===== config.mk =====
export PLATFORM = sky130hd
export DESIGN_NAME = dcir_queue
export DESIGN_NICKNAME = d
export VERILOG_FILES = /design/src/rtl/dcir_pkg.sv /design/src/rtl/dcir_queue.sv
export SDC_FILE = /design/constraint.sdc
export NUM_CORES = 1
export LEC_CHECK = 0
export BUFFER_PORTS_ARGS = -buffer_cell sky130_fd_sc_hd__buf_4
export CORE_UTILIZATION = 38
export CTS_CLUSTER_SIZE = 24
export DETAILED_ROUTE_END_ITERATION = 7
export GPL_TIMING_DRIVEN = 0
export PLACE_DENSITY_LB_ADDON = 0.2
export SLEW_MARGIN = 10
export SYNTH_ARGS = -nofsm -noshare
export SYNTH_HDL_FRONTEND = slang
export SYNTH_SLANG_ARGS = --single-unit

===== constraint.sdc =====
create_clock -name clk -period 3.3 [get_ports clk]
set_input_delay 0.165 -clock clk [delete_from_list [all_inputs] [get_ports clk]]
set_output_delay 0.165 -clock clk [all_outputs]
set_load 0.02 [all_outputs]

===== src/rtl/dcir_pkg.sv =====
// Package for the DNA context counter with inverted repeats.
// Holds symbol codes, byte constants, command and state types and the
// symbol decode and complement functions. No dependencies.
package dcir_pkg;

    localparam int SYM_BITS        = 3;
    localparam int NUM_SYMS        = 5;
    localparam int OUT_BITS        = 16;
    localparam int CTX_MAX_SYMBOLS = 8;
    localparam int CTX_MAX_BITS    = SYM_BITS * CTX_MAX_SYMBOLS;
    localparam int CFG_INDEX_BITS  = 2;

    typedef logic [SYM_BITS-1:0]     sym_t;
    typedef logic [CTX_MAX_BITS-1:0] ctx_t;

    localparam sym_t SYM_A = 3'd0;
    localparam sym_t SYM_C = 3'd1;
    localparam sym_t SYM_T = 3'd2;
    localparam sym_t SYM_G = 3'd3;
    localparam sym_t SYM_N = 3'd4;

    localparam logic [7:0] CHAR_A = 8'h41;
    localparam logic [7:0] CHAR_C = 8'h43;
    localparam logic [7:0] CHAR_T = 8'h54;
    localparam logic [7:0] CHAR_G = 8'h47;
    localparam logic [7:0] CHAR_N = 8'h4E;

    localparam logic OP_COUNT = 1'b0;
    localparam logic OP_READ  = 1'b1;

    localparam logic [CFG_INDEX_BITS-1:0] CFG_INV_REPEAT   = 2'd0;
    localparam logic [CFG_INDEX_BITS-1:0] CFG_SKIP_LEADING = 2'd1;

    typedef struct packed {
        logic ok;
        sym_t sym;
    } decode_t;

    typedef struct packed {
        logic count;
        ctx_t fwd_ctx;
        sym_t fwd_sym;
        logic inv_en;
        ctx_t inv_ctx;
        sym_t inv_sym;
    } cmd_t;

    typedef enum logic [2:0] {
        ST_CLEAR,
        ST_IDLE,
        ST_FWD,
        ST_INV_RD,
        ST_INV_WR,
        ST_EMIT
    } back_state_t;

    function automatic decode_t decode_byte(input logic [7:0] b);
        decode_t d;
        d.ok  = 1'b1;
        d.sym = SYM_A;
        unique case (b)
            CHAR_A:  d.sym = SYM_A;
            CHAR_C:  d.sym = SYM_C;
            CHAR_T:  d.sym = SYM_T;
            CHAR_G:  d.sym = SYM_G;
            CHAR_N:  d.sym = SYM_N;
            default: d.ok  = 1'b0;
        endcase
        return d;
    endfunction

    function automatic sym_t comp_sym(input sym_t s);
        sym_t r;
        r = s;
        unique case (s)
            SYM_A:   r = SYM_T;
            SYM_C:   r = SYM_G;
            SYM_T:   r = SYM_A;
            SYM_G:   r = SYM_C;
            default: r = s;
        endcase
        return r;
    endfunction

endpackage


===== src/rtl/dcir_queue.sv =====
// Short command queue between front end and counter back end.
// Uses dcir_pkg.
module dcir_queue #(
    parameter int DEPTH = 2
) (
    input  logic           clk,
    input  logic           rst_n,
    input  logic           push,
    input  dcir_pkg::cmd_t cmd_in,
    output logic           full,
    input  logic           pop,
    output dcir_pkg::cmd_t cmd_out,
    output logic           empty
);

    import dcir_pkg::*;

    localparam int PTR_BITS = (DEPTH > 1) ? $clog2(DEPTH) : 1;
    localparam int CNT_BITS = $clog2(DEPTH + 1);

    cmd_t                slot_array [DEPTH];
    logic [PTR_BITS-1:0] wr_ptr_reg;
    logic [PTR_BITS-1:0] rd_ptr_reg;
    logic [CNT_BITS-1:0] fill_reg;
    logic                do_push;
    logic                do_pop;

    assign full    = (fill_reg == CNT_BITS'(DEPTH));
    assign empty   = (fill_reg == '0);
    assign do_push = push && !full;
    assign do_pop  = pop && !empty;
    assign cmd_out = slot_array[rd_ptr_reg];

    function automatic logic [PTR_BITS-1:0] advance(input logic [PTR_BITS-1:0] p);
        return (p == PTR_BITS'(DEPTH - 1)) ? '0 : p + 1'b1;
    endfunction

    always_ff @(posedge clk)
    begin
        if (do_push)
        begin
            slot_array[wr_ptr_reg] <= cmd_in;
        end
    end

    always_ff @(posedge clk or negedge rst_n)
    begin
        if (!rst_n)
        begin
            wr_ptr_reg <= '0;
            rd_ptr_reg <= '0;
            fill_reg   <= '0;
        end
        else
        begin
            if (do_push)
            begin
                wr_ptr_reg <= advance(wr_ptr_reg);
            end
            if (do_pop)
            begin
                rd_ptr_reg <= advance(rd_ptr_reg);
            end
            if (do_push && !do_pop)
            begin
                fill_reg <= fill_reg + 1'b1;
            end
            else if (do_pop && !do_push)
            begin
                fill_reg <= fill_reg - 1'b1;
            end
        end
    end

endmodule


==> summary.txt <==
Status
  – Outcome: finished, final reports clean

Synth
  – Area leader, netlist: edfxtp_1
  – Top-area cell type share of the netlist area: 77.17%
  – Seq/Total Area, Yosys: around four fifths
  – Syn. warnings: 0
  – Most frequent cell after synthesis: edfxtp_1
  – Synth unique cells: 15
  – EDFF count, synth: ~110
  – Synth top area cells: edfxtp_1 77%, mux2_4 10%, mux2_2 6.7%
  – Post-synthesis async set-or-reset flop share: under 10%
  – Avg Inst Size Synth: approximately 23 µm²
  – Most instantiated cells after synthesis: 112 x edfxtp_1, 30 x mux2_4, 26 x mux2_2
  – Post-Syn Instances: between 150 and 200
  – Post-synth net total: 254
  – Mapped Area: roughly 4400 µm²
  – Synthesized flop and latch total: roughly 120
  – Main flop type after synthesis: edfxtp_1

Floorplan
  – Die Ht: approximately 110 µm
  – Io pins: between 100 and 150
  – Core footprint: between 10000 and 15000 µm²
  – Die area: 11900 µm²
  – Row cnt: 38
  – Die width: between 100 and 150 µm
  – Initial core utilization: approximately two fifths

Run
  – Max-Cap Viols: 0

Pwr
  – Power share of the combinational group: between 30% and 40%
  – PwrDens: around 910 nW/µm²
  – Sw Pwr: around 1700 µW
  – Sw Ratio: between 20 and 30%
  – Peak ir drop on the vdd network: approximately 620 µV
  – Reg power frac: a little over a third
  – Clk pwr share: about 30%
  – Static leakage: between 0.002 and 0.003 µW
  – Pint: 4286 µW

Finish
  – Max reg flops: 112
  – Non-filler instance count after layout: 540
  – Layout Nets: about 450
  – Area Growth Syn to Fin: 52.08%
  – Layout cells sized above 1: between 50% and 60%
  – Final core utilization: between 60 and 70%
  – Diode count: 0

Timing
  – Worst slew margin: between 40 and 50%
  – Setup TNS: 0 ns
  – Final hold viol count: 0
  – Final Skew: a little under 0.007 ns
  – Final clock period utilization by the worst path: 53.92%
  – Max frequency: around 0.56 GHz
  – RSZ-0062 raised after global routing: false
  – Max-slew violations: 0
  – Final min period: 1.780 ns
  – Worst-margin pin slew: 0.8024 ns
  – Final setup vio count: 0
  – WHS: roughly 0.11 ns

Setup path
  – Buffers and inverters on the worst path: 3
  – Crit path max-delay family: buffers and inverters
  – CP arrival: between 1.5 and 2 ns
  – Worst-path maximum fanout: 10
  – Internal reg-to-reg setup slack: approximately 1.5 ns
  – Crit path from: rd_ptr_reg$_DFFE_PN0P_
  – Slowest CP cell: dfrtp_1
  – Max incr delay on CP: 0.36 ns
  – CP cell instances: buf_6 -> buf_6 -> mux2_4 -> buf_4
  – CP Class: flop to primary output
  – CP Depth: 4
  – Worst reg2reg path depth: 2
  – WP data required: ~3.1 ns
  – Crit start category: flop
  – Critical Path End: cmd_out[18]
  – Critical Path Sink Type: primary output
  – FF-to-FF Start: fill_reg[0]$_DFFE_PN0P_
  – Critical path's most frequent cell: buf_6
  – Worst r2r dst: slot_array[1][12]$_DFFE_PP_

Placement
  – Gpl congestion: 0.6693
  – Inst Count DP: 452
  – Port buffer count: approximately 120

Routing
  – Vias per cell: approximately 4.5
  – WL final: slightly below 8 mm
  – DRT Pass-1 Iters: 4
  – Routed wire per std cell: 14.41 µm
  – Post-route DRC violation count: 0
  – Routed vias: between 2k and 2.5k
  – Initial DRC count: 58
  – Antenna viol nets, final: 0

Global routing
  – First-pass GRT wire length: around 12 mm
  – Vias in the first global route: about 2.6k
  – Largest net degree at the start of global routing: 57
  – Gr usage total: about 14%
  – Initial antenna violation count: 0
  – GRT overflow: 0

Clock tree
  – H-Tree Depth: 4
  – CTS Buffer Depth: 2
  – Root Buffer: clkbuf_16
  – CTS tree: yes
  – Later-pin clock latency in the skew report: 0.40 ns
  – Total CTS buffers: 17
  – Worst-path clk slew: about 0.050 ns
  – Sink Count: about 120
  – Setup Buffers After CTS: 0

Hold path
  – Worst min path class: input pin to asynchronous set/reset pin
## cells by family (layout without fill, tap and decap cells)
group,count (synthesis),after routing,synth area share (%)
AO/OA/AOI/OAI,1,1,0.1147
XOR/XNOR,5,5,1.005
adder cells (fa/ha/maj),1,1,0.2871
buffers and inverters,8,215,1.436
flip-flops,116,116,79.47
multiplexers,56,56,17.05
AND/OR/NAND/NOR,6,6,0.6317
## repair_timing
item | 4_1_cts | 5_1_grt
hold buffers | 57 | 0
resized for setup | 0 | 0
hold endpoints to repair | 116 | 0
## per-layer routing
metal	GRT usage [%]	share of wire, %
met1	15.76	42
met2	22.96	50
met3	6.037	6.6
met4	6.950	1.2
met5	0	0
## power by group through the flow
stage	registers [µW]	logic (µW)	clock network (µW)
finish	2110	2090	1830
global placement	2150	2020	0
floorplan	2130	1310	0
global route	2140	2230	1940
CTS	2110	2130	1870
detailed placement	2140	2070	0
## layout by cell type, fill, tap and decap left out, drive strengths merged
cell | synthesis | layout
and3 | 1 | 1
buf | 6 | 125
bufinv | 0 | 4
clkbuf | 0 | 17
clkinv | 0 | 8
clkinvlp | 0 | 2
dfrtp | 4 | 4
dlygate4sd3 | 0 | 57
edfxtp | 112 | 112
ha | 1 | 1
inv | 2 | 2
mux2 | 56 | 56
nand2 | 1 | 1
nand2b | 1 | 1
nor2 | 3 | 3
o21ai | 1 | 1
xnor2 | 3 | 3
xor2 | 2 | 2
## area by class of cell
| type | instances | area (µm²) |
|---|---|---|
| clock inverter | 14 | 167.7 |
| multi-input combinational | 69 | 844.6 |
| timing repair buffer | 176 | 1489 |
| sequential | 116 | 3463 |
| fill | 835 | 4355 |
| clock buffer | 17 | 425.4 |
| tap | 140 | 175.2 |
| buffer | 6 | 55.05 |
| inverter | 2 | 7.507 |
## worst min-delay path by stage
stage / startpoint / to / slack, ns / depth (start not counted)
after global routing: rst_n / fill_reg[0]$_DFFE_PN0P_ / 0.11 / 2
after detailed placement: rst_n / wr_ptr_reg$_DFFE_PN0P_ / -0.04 / 1
after floorplan: rst_n / fill_reg[0]$_DFFE_PN0P_ / -0.13 / 0
after global placement: rst_n / wr_ptr_reg$_DFFE_PN0P_ / -0.04 / 1
after CTS: rst_n / fill_reg[0]$_DFFE_PN0P_ / 0.07 / 2
final: rst_n / fill_reg[0]$_DFFE_PN0P_ / 0.11 / 2
## stage by stage
stage | total power [µW] | instance area (µm²) | setup slack (ns)
CTS | 6117 | 6628 | 1.471
floorplan | 3441 | 4360 | 0.7740
detailed placement | 4213 | 5464 | 1.543
global placement | 4169 | 5414 | -0.1794
global route | 6317 | 6628 | 1.422
finish | 6028 | 6628 | 1.520
Note: power is estimated with default switching activity, not from simulation.
