### config.mk
export PLATFORM = sky130hd
export DESIGN_NAME = dcir_front
export DESIGN_NICKNAME = d
export VERILOG_FILES = /design/src/rtl/dcir_pkg.sv /design/src/rtl/dcir_front.sv
export SDC_FILE = /design/constraint.sdc
export NUM_CORES = 1
export LEC_CHECK = 0
export ABC_AREA = 1
export BUFFER_PORTS_ARGS = -buffer_cell sky130_fd_sc_hd__buf_4
export CAP_MARGIN = 30
export CORE_MARGIN = 10
export CORE_UTILIZATION = 46
export CTS_CLUSTER_DIAMETER = 80
export CTS_CLUSTER_SIZE = 24
export DETAILED_ROUTE_END_ITERATION = 10
export PLACE_DENSITY = 0.85
export SLEW_MARGIN = 10
export SYNTH_ARGS = -nofsm -noshare
export SYNTH_HDL_FRONTEND = slang
export SYNTH_SLANG_ARGS = --single-unit
### constraint.sdc
create_clock -name clk -period 2.7 [get_ports clk]
set_clock_uncertainty 0.1 [all_clocks]
set_input_delay 0.54 -clock clk [delete_from_list [all_inputs] [get_ports clk]]
set_output_delay 0.54 -clock clk [all_outputs]
set_load 0.005 [all_outputs]
### src/rtl/dcir_pkg.sv
// Package for the DNA context counter with inverted repeats.
// Holds symbol codes, byte constants, command and state types and the
// symbol decode and complement functions. No dependencies.
package dcir_pkg;

    localparam int SYM_BITS        = 3;
    localparam int NUM_SYMS        = 5;
    localparam int OUT_BITS        = 16;
    localparam int CTX_MAX_SYMBOLS = 8;
    localparam int CTX_MAX_BITS    = SYM_BITS * CTX_MAX_SYMBOLS;
    localparam int CFG_INDEX_BITS  = 2;

    typedef logic [SYM_BITS-1:0]     sym_t;
    typedef logic [CTX_MAX_BITS-1:0] ctx_t;

    localparam sym_t SYM_A = 3'd0;
    localparam sym_t SYM_C = 3'd1;
    localparam sym_t SYM_T = 3'd2;
    localparam sym_t SYM_G = 3'd3;
    localparam sym_t SYM_N = 3'd4;

    localparam logic [7:0] CHAR_A = 8'h41;
    localparam logic [7:0] CHAR_C = 8'h43;
    localparam logic [7:0] CHAR_T = 8'h54;
    localparam logic [7:0] CHAR_G = 8'h47;
    localparam logic [7:0] CHAR_N = 8'h4E;

    localparam logic OP_COUNT = 1'b0;
    localparam logic OP_READ  = 1'b1;

    localparam logic [CFG_INDEX_BITS-1:0] CFG_INV_REPEAT   = 2'd0;
    localparam logic [CFG_INDEX_BITS-1:0] CFG_SKIP_LEADING = 2'd1;

    typedef struct packed {
        logic ok;
        sym_t sym;
    } decode_t;

    typedef struct packed {
        logic count;
        ctx_t fwd_ctx;
        sym_t fwd_sym;
        logic inv_en;
        ctx_t inv_ctx;
        sym_t inv_sym;
    } cmd_t;

    typedef enum logic [2:0] {
        ST_CLEAR,
        ST_IDLE,
        ST_FWD,
        ST_INV_RD,
        ST_INV_WR,
        ST_EMIT
    } back_state_t;

    function automatic decode_t decode_byte(input logic [7:0] b);
        decode_t d;
        d.ok  = 1'b1;
        d.sym = SYM_A;
        unique case (b)
            CHAR_A:  d.sym = SYM_A;
            CHAR_C:  d.sym = SYM_C;
            CHAR_T:  d.sym = SYM_T;
            CHAR_G:  d.sym = SYM_G;
            CHAR_N:  d.sym = SYM_N;
            default: d.ok  = 1'b0;
        endcase
        return d;
    endfunction

    function automatic sym_t comp_sym(input sym_t s);
        sym_t r;
        r = s;
        unique case (s)
            SYM_A:   r = SYM_T;
            SYM_C:   r = SYM_G;
            SYM_T:   r = SYM_A;
            SYM_G:   r = SYM_C;
            default: r = s;
        endcase
        return r;
    endfunction

endpackage

### src/rtl/dcir_front.sv
// Front end: configuration registers, symbol history and leading skip.
// Classifies each item into a counter command. Uses dcir_pkg.
module dcir_front #(
    parameter int CONTEXT_SYMBOLS = 4
) (
    input  logic                                   clk,
    input  logic                                   rst_n,
    input  logic                                   cfg_write,
    input  logic [dcir_pkg::CFG_INDEX_BITS-1:0]    cfg_index,
    input  logic                                   cfg_data,
    input  logic                                   accept,
    input  logic                                   opcode,
    input  logic [7:0]                             symbol_byte,
    input  logic [11:0]                            query_context,
    output dcir_pkg::cmd_t                         cmd
);

    import dcir_pkg::*;

    localparam int CTX_BITS  = SYM_BITS * CONTEXT_SYMBOLS;
    localparam int SKIP_BITS = $clog2(CONTEXT_SYMBOLS + 1);

    logic                 inv_repeat_reg;
    logic                 skip_leading_reg;
    logic [CTX_BITS-1:0]  history_reg;
    logic [CTX_BITS-1:0]  history_next;
    logic [SKIP_BITS-1:0] skip_cnt_reg;
    logic [SKIP_BITS-1:0] skip_cnt_next;
    logic                 skipping;
    decode_t              dec;
    logic [CTX_BITS-1:0]  inv_ctx;
    ctx_t                 query_wide;

    assign skipping   = skip_leading_reg && (skip_cnt_reg < SKIP_BITS'(CONTEXT_SYMBOLS));
    assign dec        = decode_byte(symbol_byte);
    assign query_wide = CTX_MAX_BITS'(query_context);

    always_comb
    begin
        inv_ctx = '0;
        inv_ctx[SYM_BITS*(CONTEXT_SYMBOLS-1) +: SYM_BITS] = comp_sym(dec.sym);
        for (int j = 0; j < CONTEXT_SYMBOLS - 1; j++)
        begin
            inv_ctx[SYM_BITS*j +: SYM_BITS] =
                comp_sym(history_reg[SYM_BITS*(CONTEXT_SYMBOLS-2-j) +: SYM_BITS]);
        end
    end

    always_comb
    begin
        cmd         = '0;
        cmd.fwd_ctx = CTX_MAX_BITS'(history_reg);
        cmd.fwd_sym = dec.sym;
        cmd.inv_ctx = CTX_MAX_BITS'(inv_ctx);
        cmd.inv_sym = comp_sym(history_reg[SYM_BITS*(CONTEXT_SYMBOLS-1) +: SYM_BITS]);
        if (opcode == OP_READ)
        begin
            cmd.fwd_ctx                 = '0;
            cmd.fwd_ctx[CTX_BITS-1:0]   = query_wide[CTX_BITS-1:0];
        end
        else if (!skipping && dec.ok)
        begin
            cmd.count  = 1'b1;
            cmd.inv_en = inv_repeat_reg;
        end
    end

    always_comb
    begin
        history_next  = history_reg;
        skip_cnt_next = skip_cnt_reg;
        if (accept && opcode == OP_COUNT)
        begin
            if (skipping)
            begin
                skip_cnt_next = skip_cnt_reg + 1'b1;
            end
            else if (dec.ok)
            begin
                history_next = CTX_BITS'({history_reg, dec.sym});
            end
        end
    end

    always_ff @(posedge clk or negedge rst_n)
    begin
        if (!rst_n)
        begin
            inv_repeat_reg   <= 1'b0;
            skip_leading_reg <= 1'b0;
            history_reg      <= '0;
            skip_cnt_reg     <= '0;
        end
        else
        begin
            history_reg  <= history_next;
            skip_cnt_reg <= skip_cnt_next;
            if (cfg_write)
            begin
                unique case (cfg_index)
                    CFG_INV_REPEAT:   inv_repeat_reg   <= cfg_data;
                    CFG_SKIP_LEADING: skip_leading_reg <= cfg_data;
                    default:          ;
                endcase
            end
        end
    end

endmodule

==> impl_metrics.json <==
{
  "die_area_um2": 5580,
  "leakagePower_nw": 0.9351,
  "finalSetupTns_ns": 0,
  "finalSetupViolations": 0,
  "crit_chain": "buf_4, inv_1, nand2_1, nor2_1, nand2_1, nand2_4, inv_2, nand2_4, nand3_1, nor2_1, buf_4",
  "synth_xor_area_share_pct": 2.545,
  "synth_edf_count": 0,
  "grt_max_degree": 19,
  "dr_total_vias": 1168,
  "p_per_area_nw_per_um2": 288.5,
  "path_class": "in2out",
  "grt-busiest-layer": "met2",
  "p_clk_share_pct": 26.4,
  "ir_worst_vdd_uv": 238.7,
  "viasPerCell": 4.635,
  "use_met1_pct": 12.37,
  "seqPwrFrac_pct": 52.7,
  "critPathArrivalTime_ns": 1.58,
  "slowest_stage": "nand2_4",
  "htreeDepth": 1,
  "status": "complete, no violations",
  "first_iter_violations": 26,
  "grt_pass1_wl_um": 5161,
  "synthSimpleGateAreaFrac_pct": 29.18,
  "totalWireLength_um": 3349,
  "synth_cells": 171,
  "synth_area_leaders": "dfrtp_1 31%, buf_4 14%, mux2_2 8.2%",
  "cts_made_buffers": 3,
  "synth-async-reset-ratio_pct": 100.0,
  "ioPinCount": 84,
  "p_comb_share_pct": 20.9,
  "yosys-mux-area-fraction_pct": 8.182,
  "diodes": 0,
  "drcViolationCount": 0,
  "yosys_warnings": 0,
  "io_buffers": 59,
  "place_area_um2": 1694,
  "use_met3_pct": 5.782,
  "cts_buffer_depth": 2,
  "slew_headroom_pct": 65.42,
  "area_growth_syn_to_layout_pct": 25.82,
  "cts_setup_buffers": 0,
  "synth_compound_area_share_pct": 3.636,
  "critPathCaptureType": "output port",
  "layout-drive-gt1-share_pct": 45.25,
  "finalWeightedCongestion": 0.7561,
  "ys_seq_area_share_pct": 30.91,
  "die_h_um": 74.70,
  "fillers": 264,
  "synth_cell_types": 28,
  "rsz0062_at_grt": "false",
  "initial_utilization_pct": 49.06,
  "overflow": 0,
  "dpl.cell_count": 247,
  "critical_path.max_stage_delay_ns": 0.14,
  "hold_viol": 0,
  "core_um2": 2805,
  "worstPathMaxFanout": 15,
  "tightest_slew_ns": 0.5174,
  "clkTransAtPathRegs_ns": 0.10,
  "nNetsFinal": 253,
  "max_freq_ghz": 0.4512,
  "finalNonFillerCells": 252,
  "hp-class": "in2reg",
  "postLayoutCellArea_um2": 1732,
  "final.period_utilization_pct": 82.09,
  "p_int_mw": 0.3678,
  "slew_violations": 0,
  "critPathTopFamily": "simple AND/OR/NAND/NOR gates",
  "netlist_area_um2": 1376,
  "post-synth-top-area-cell": "dfrtp_1",
  "required_ns": 2.06,
  "synth_top_family_by_area": "simple AND/OR/NAND/NOR gates",
  "synth_seq_cells": 17,
  "cap_violations": 0,
  "ys.flop_type": "dfrtp_1",
  "power.share.switching_pct": 26.37,
  "grt_pass1_vias": 1156,
  "die_x_um": 74.70,
  "largest_register_ffs": 12,
  "clock_sinks": 17,
  "antenna_found_initial": 0,
  "firstDrtPassIters": 4,
  "clockRootBuffer": "clkbuf_4",
  "switchingPower_mw": 0.1317,
  "track_usage_pct": 11.36,
  "finalCriticalPeriod_ns": 2.216,
  "crit_path_start_kind": "input port",
  "cts_tree": "built",
  "wl_per_cell_um": 13.29,
  "avgSynthCellArea_um2": 8.049,
  "yosysTopAreaCellShare_pct": 30.91,
  "ant_nets": 0,
  "crit_buf_inv": 4,
  "dp_hpwl_um": 2801,
  "rows": 19,
  "met2_usage_pct": 19.98,
  "synth_fa_ha_area_share_pct": 2.727,
  "clock_latency_ns": 0.28
}
==> cell type report <==
cell class                      count  area (um^2)  area share [%]
Tap cell                           31        38.79           2.240
Timing Repair Buffer               60        452.9           26.16
Multi-Input combinational cell    124        726.9           41.98
Clock inverter                      1        5.005          0.2890
Inverter                           16        60.06           3.468
Clock buffer                        3        22.52           1.301
Sequential cell                    17        425.4           24.57
==> synth_stat cells, types with 2 or more instances <==
library cell	number
a21oi_1	2
o21ai_0	5
mux2_2	10
nor2_1	9
buf_2	2
clkbuf_1	7
buf_4	25
nor2_4	2
nand3_1	2
dfrtp_1	17
nor3_1	3
nand4_1	12
xnor2_1	4
inv_2	5
nand2_4	2
inv_1	11
ha_1	3
buf_6	2
nand2_2	14
nand2_1	26
==> what timing repair did <==
action | CTS | global route
resized for setup | 0 | 0
hold buffers | 0 | 1
hold endpoints to repair | 0 | 13
==> placed cells by master (no fill, tap or decap) <==
master         Yosys  final
a21oi_1            2      2
a31oi_1            1      1
buf_4             25     59
clkbuf_4           0      3
clkinv_2           0      1
conb_1             1     24
dfrtp_1           17     17
dlygate4sd3_1      0      1
ha_1               3      3
inv_1             11     11
inv_2              5      5
mux2_2            10     10
nand2_1           26     26
nand2_2           14     14
nand2_4            2      2
nand3_1            2      2
nand3_4            1      1
nand3b_1           1      1
nand4_1           12     12
nor2_1             9      9
nor2_2             1      1
nor2_4             2      2
nor3_1             3      3
o21ai_0            5      5
o21ai_2            1      1
or2_2              1      1
xnor2_1            4      4
==> stage by stage <==
| stage | utilization [%] | worst slack, ns | hold WS, ns | power (mW) |
|---|---|---|---|---|
| final | 61.73 | 0.4835 | 0.3490 | 0.4995 |
| after global routing | 61.73 | 0.3549 | 0.3360 | 0.5306 |
| after CTS | 61.37 | 0.4758 | 0.005626 | 0.5024 |
| after detailed placement | 60.39 | 0.4746 | 0.3185 | 0.3713 |
| after global placement | 60.39 | 0.4989 | 0.3121 | 0.3690 |
| after floorplan | - | 0.7397 | 0.1444 | 0.3393 |
==> logic make-up (layout without fill, tap and decap cells) <==
| group | Yosys count | after routing |
|---|---|---|
| AO/OA/AOI/OAI | 9 | 9 |
| XOR/XNOR | 4 | 4 |
| adder cells (fa/ha/maj) | 3 | 3 |
| buffers and inverters | 53 | 80 |
| flip-flops | 17 | 17 |
| multiplexers | 10 | 10 |
| other | 1 | 24 |
| AND/OR/NAND/NOR | 74 | 74 |
==> metal layers <==
metal,share of wire [%],wire (um)
met1,37,1241
met2,50,1672
met3,13,427
met4,0.24,8
met5,0,0
==> power by group through the flow <==
stage	Combinational [mW]	Clock (mW)	Sequential, mW
6_report	0.104	0.132	0.263
5_1_grt	0.117	0.150	0.264
4_1_cts	0.104	0.136	0.263
3_5_place_dp	0.103	0	0.268
3_3_place_gp	0.101	0	0.268
2_1_floorplan	0.0723	0	0.267
==> final timing paths <==
path / start / endpoint / slack, ns / depth (start not counted)
worst max-delay path: symbol_byte[1] / cmd[27] / 0.48 / 11
worst min-delay path: cfg_write / inv_repeat_reg / 0.35 / 2
worst max register to register: skip_leading_reg / history_reg[7] / 1.20 / 4
worst min register to register: skip_cnt_reg[0] / skip_cnt_reg[0] / 0.39 / 1
max in group asynchronous: rst_n / history_reg[9] / 1.77 / 2
min in group asynchronous: rst_n / history_reg[10] / 0.55 / 2
(Power assumes the default switching activity.)
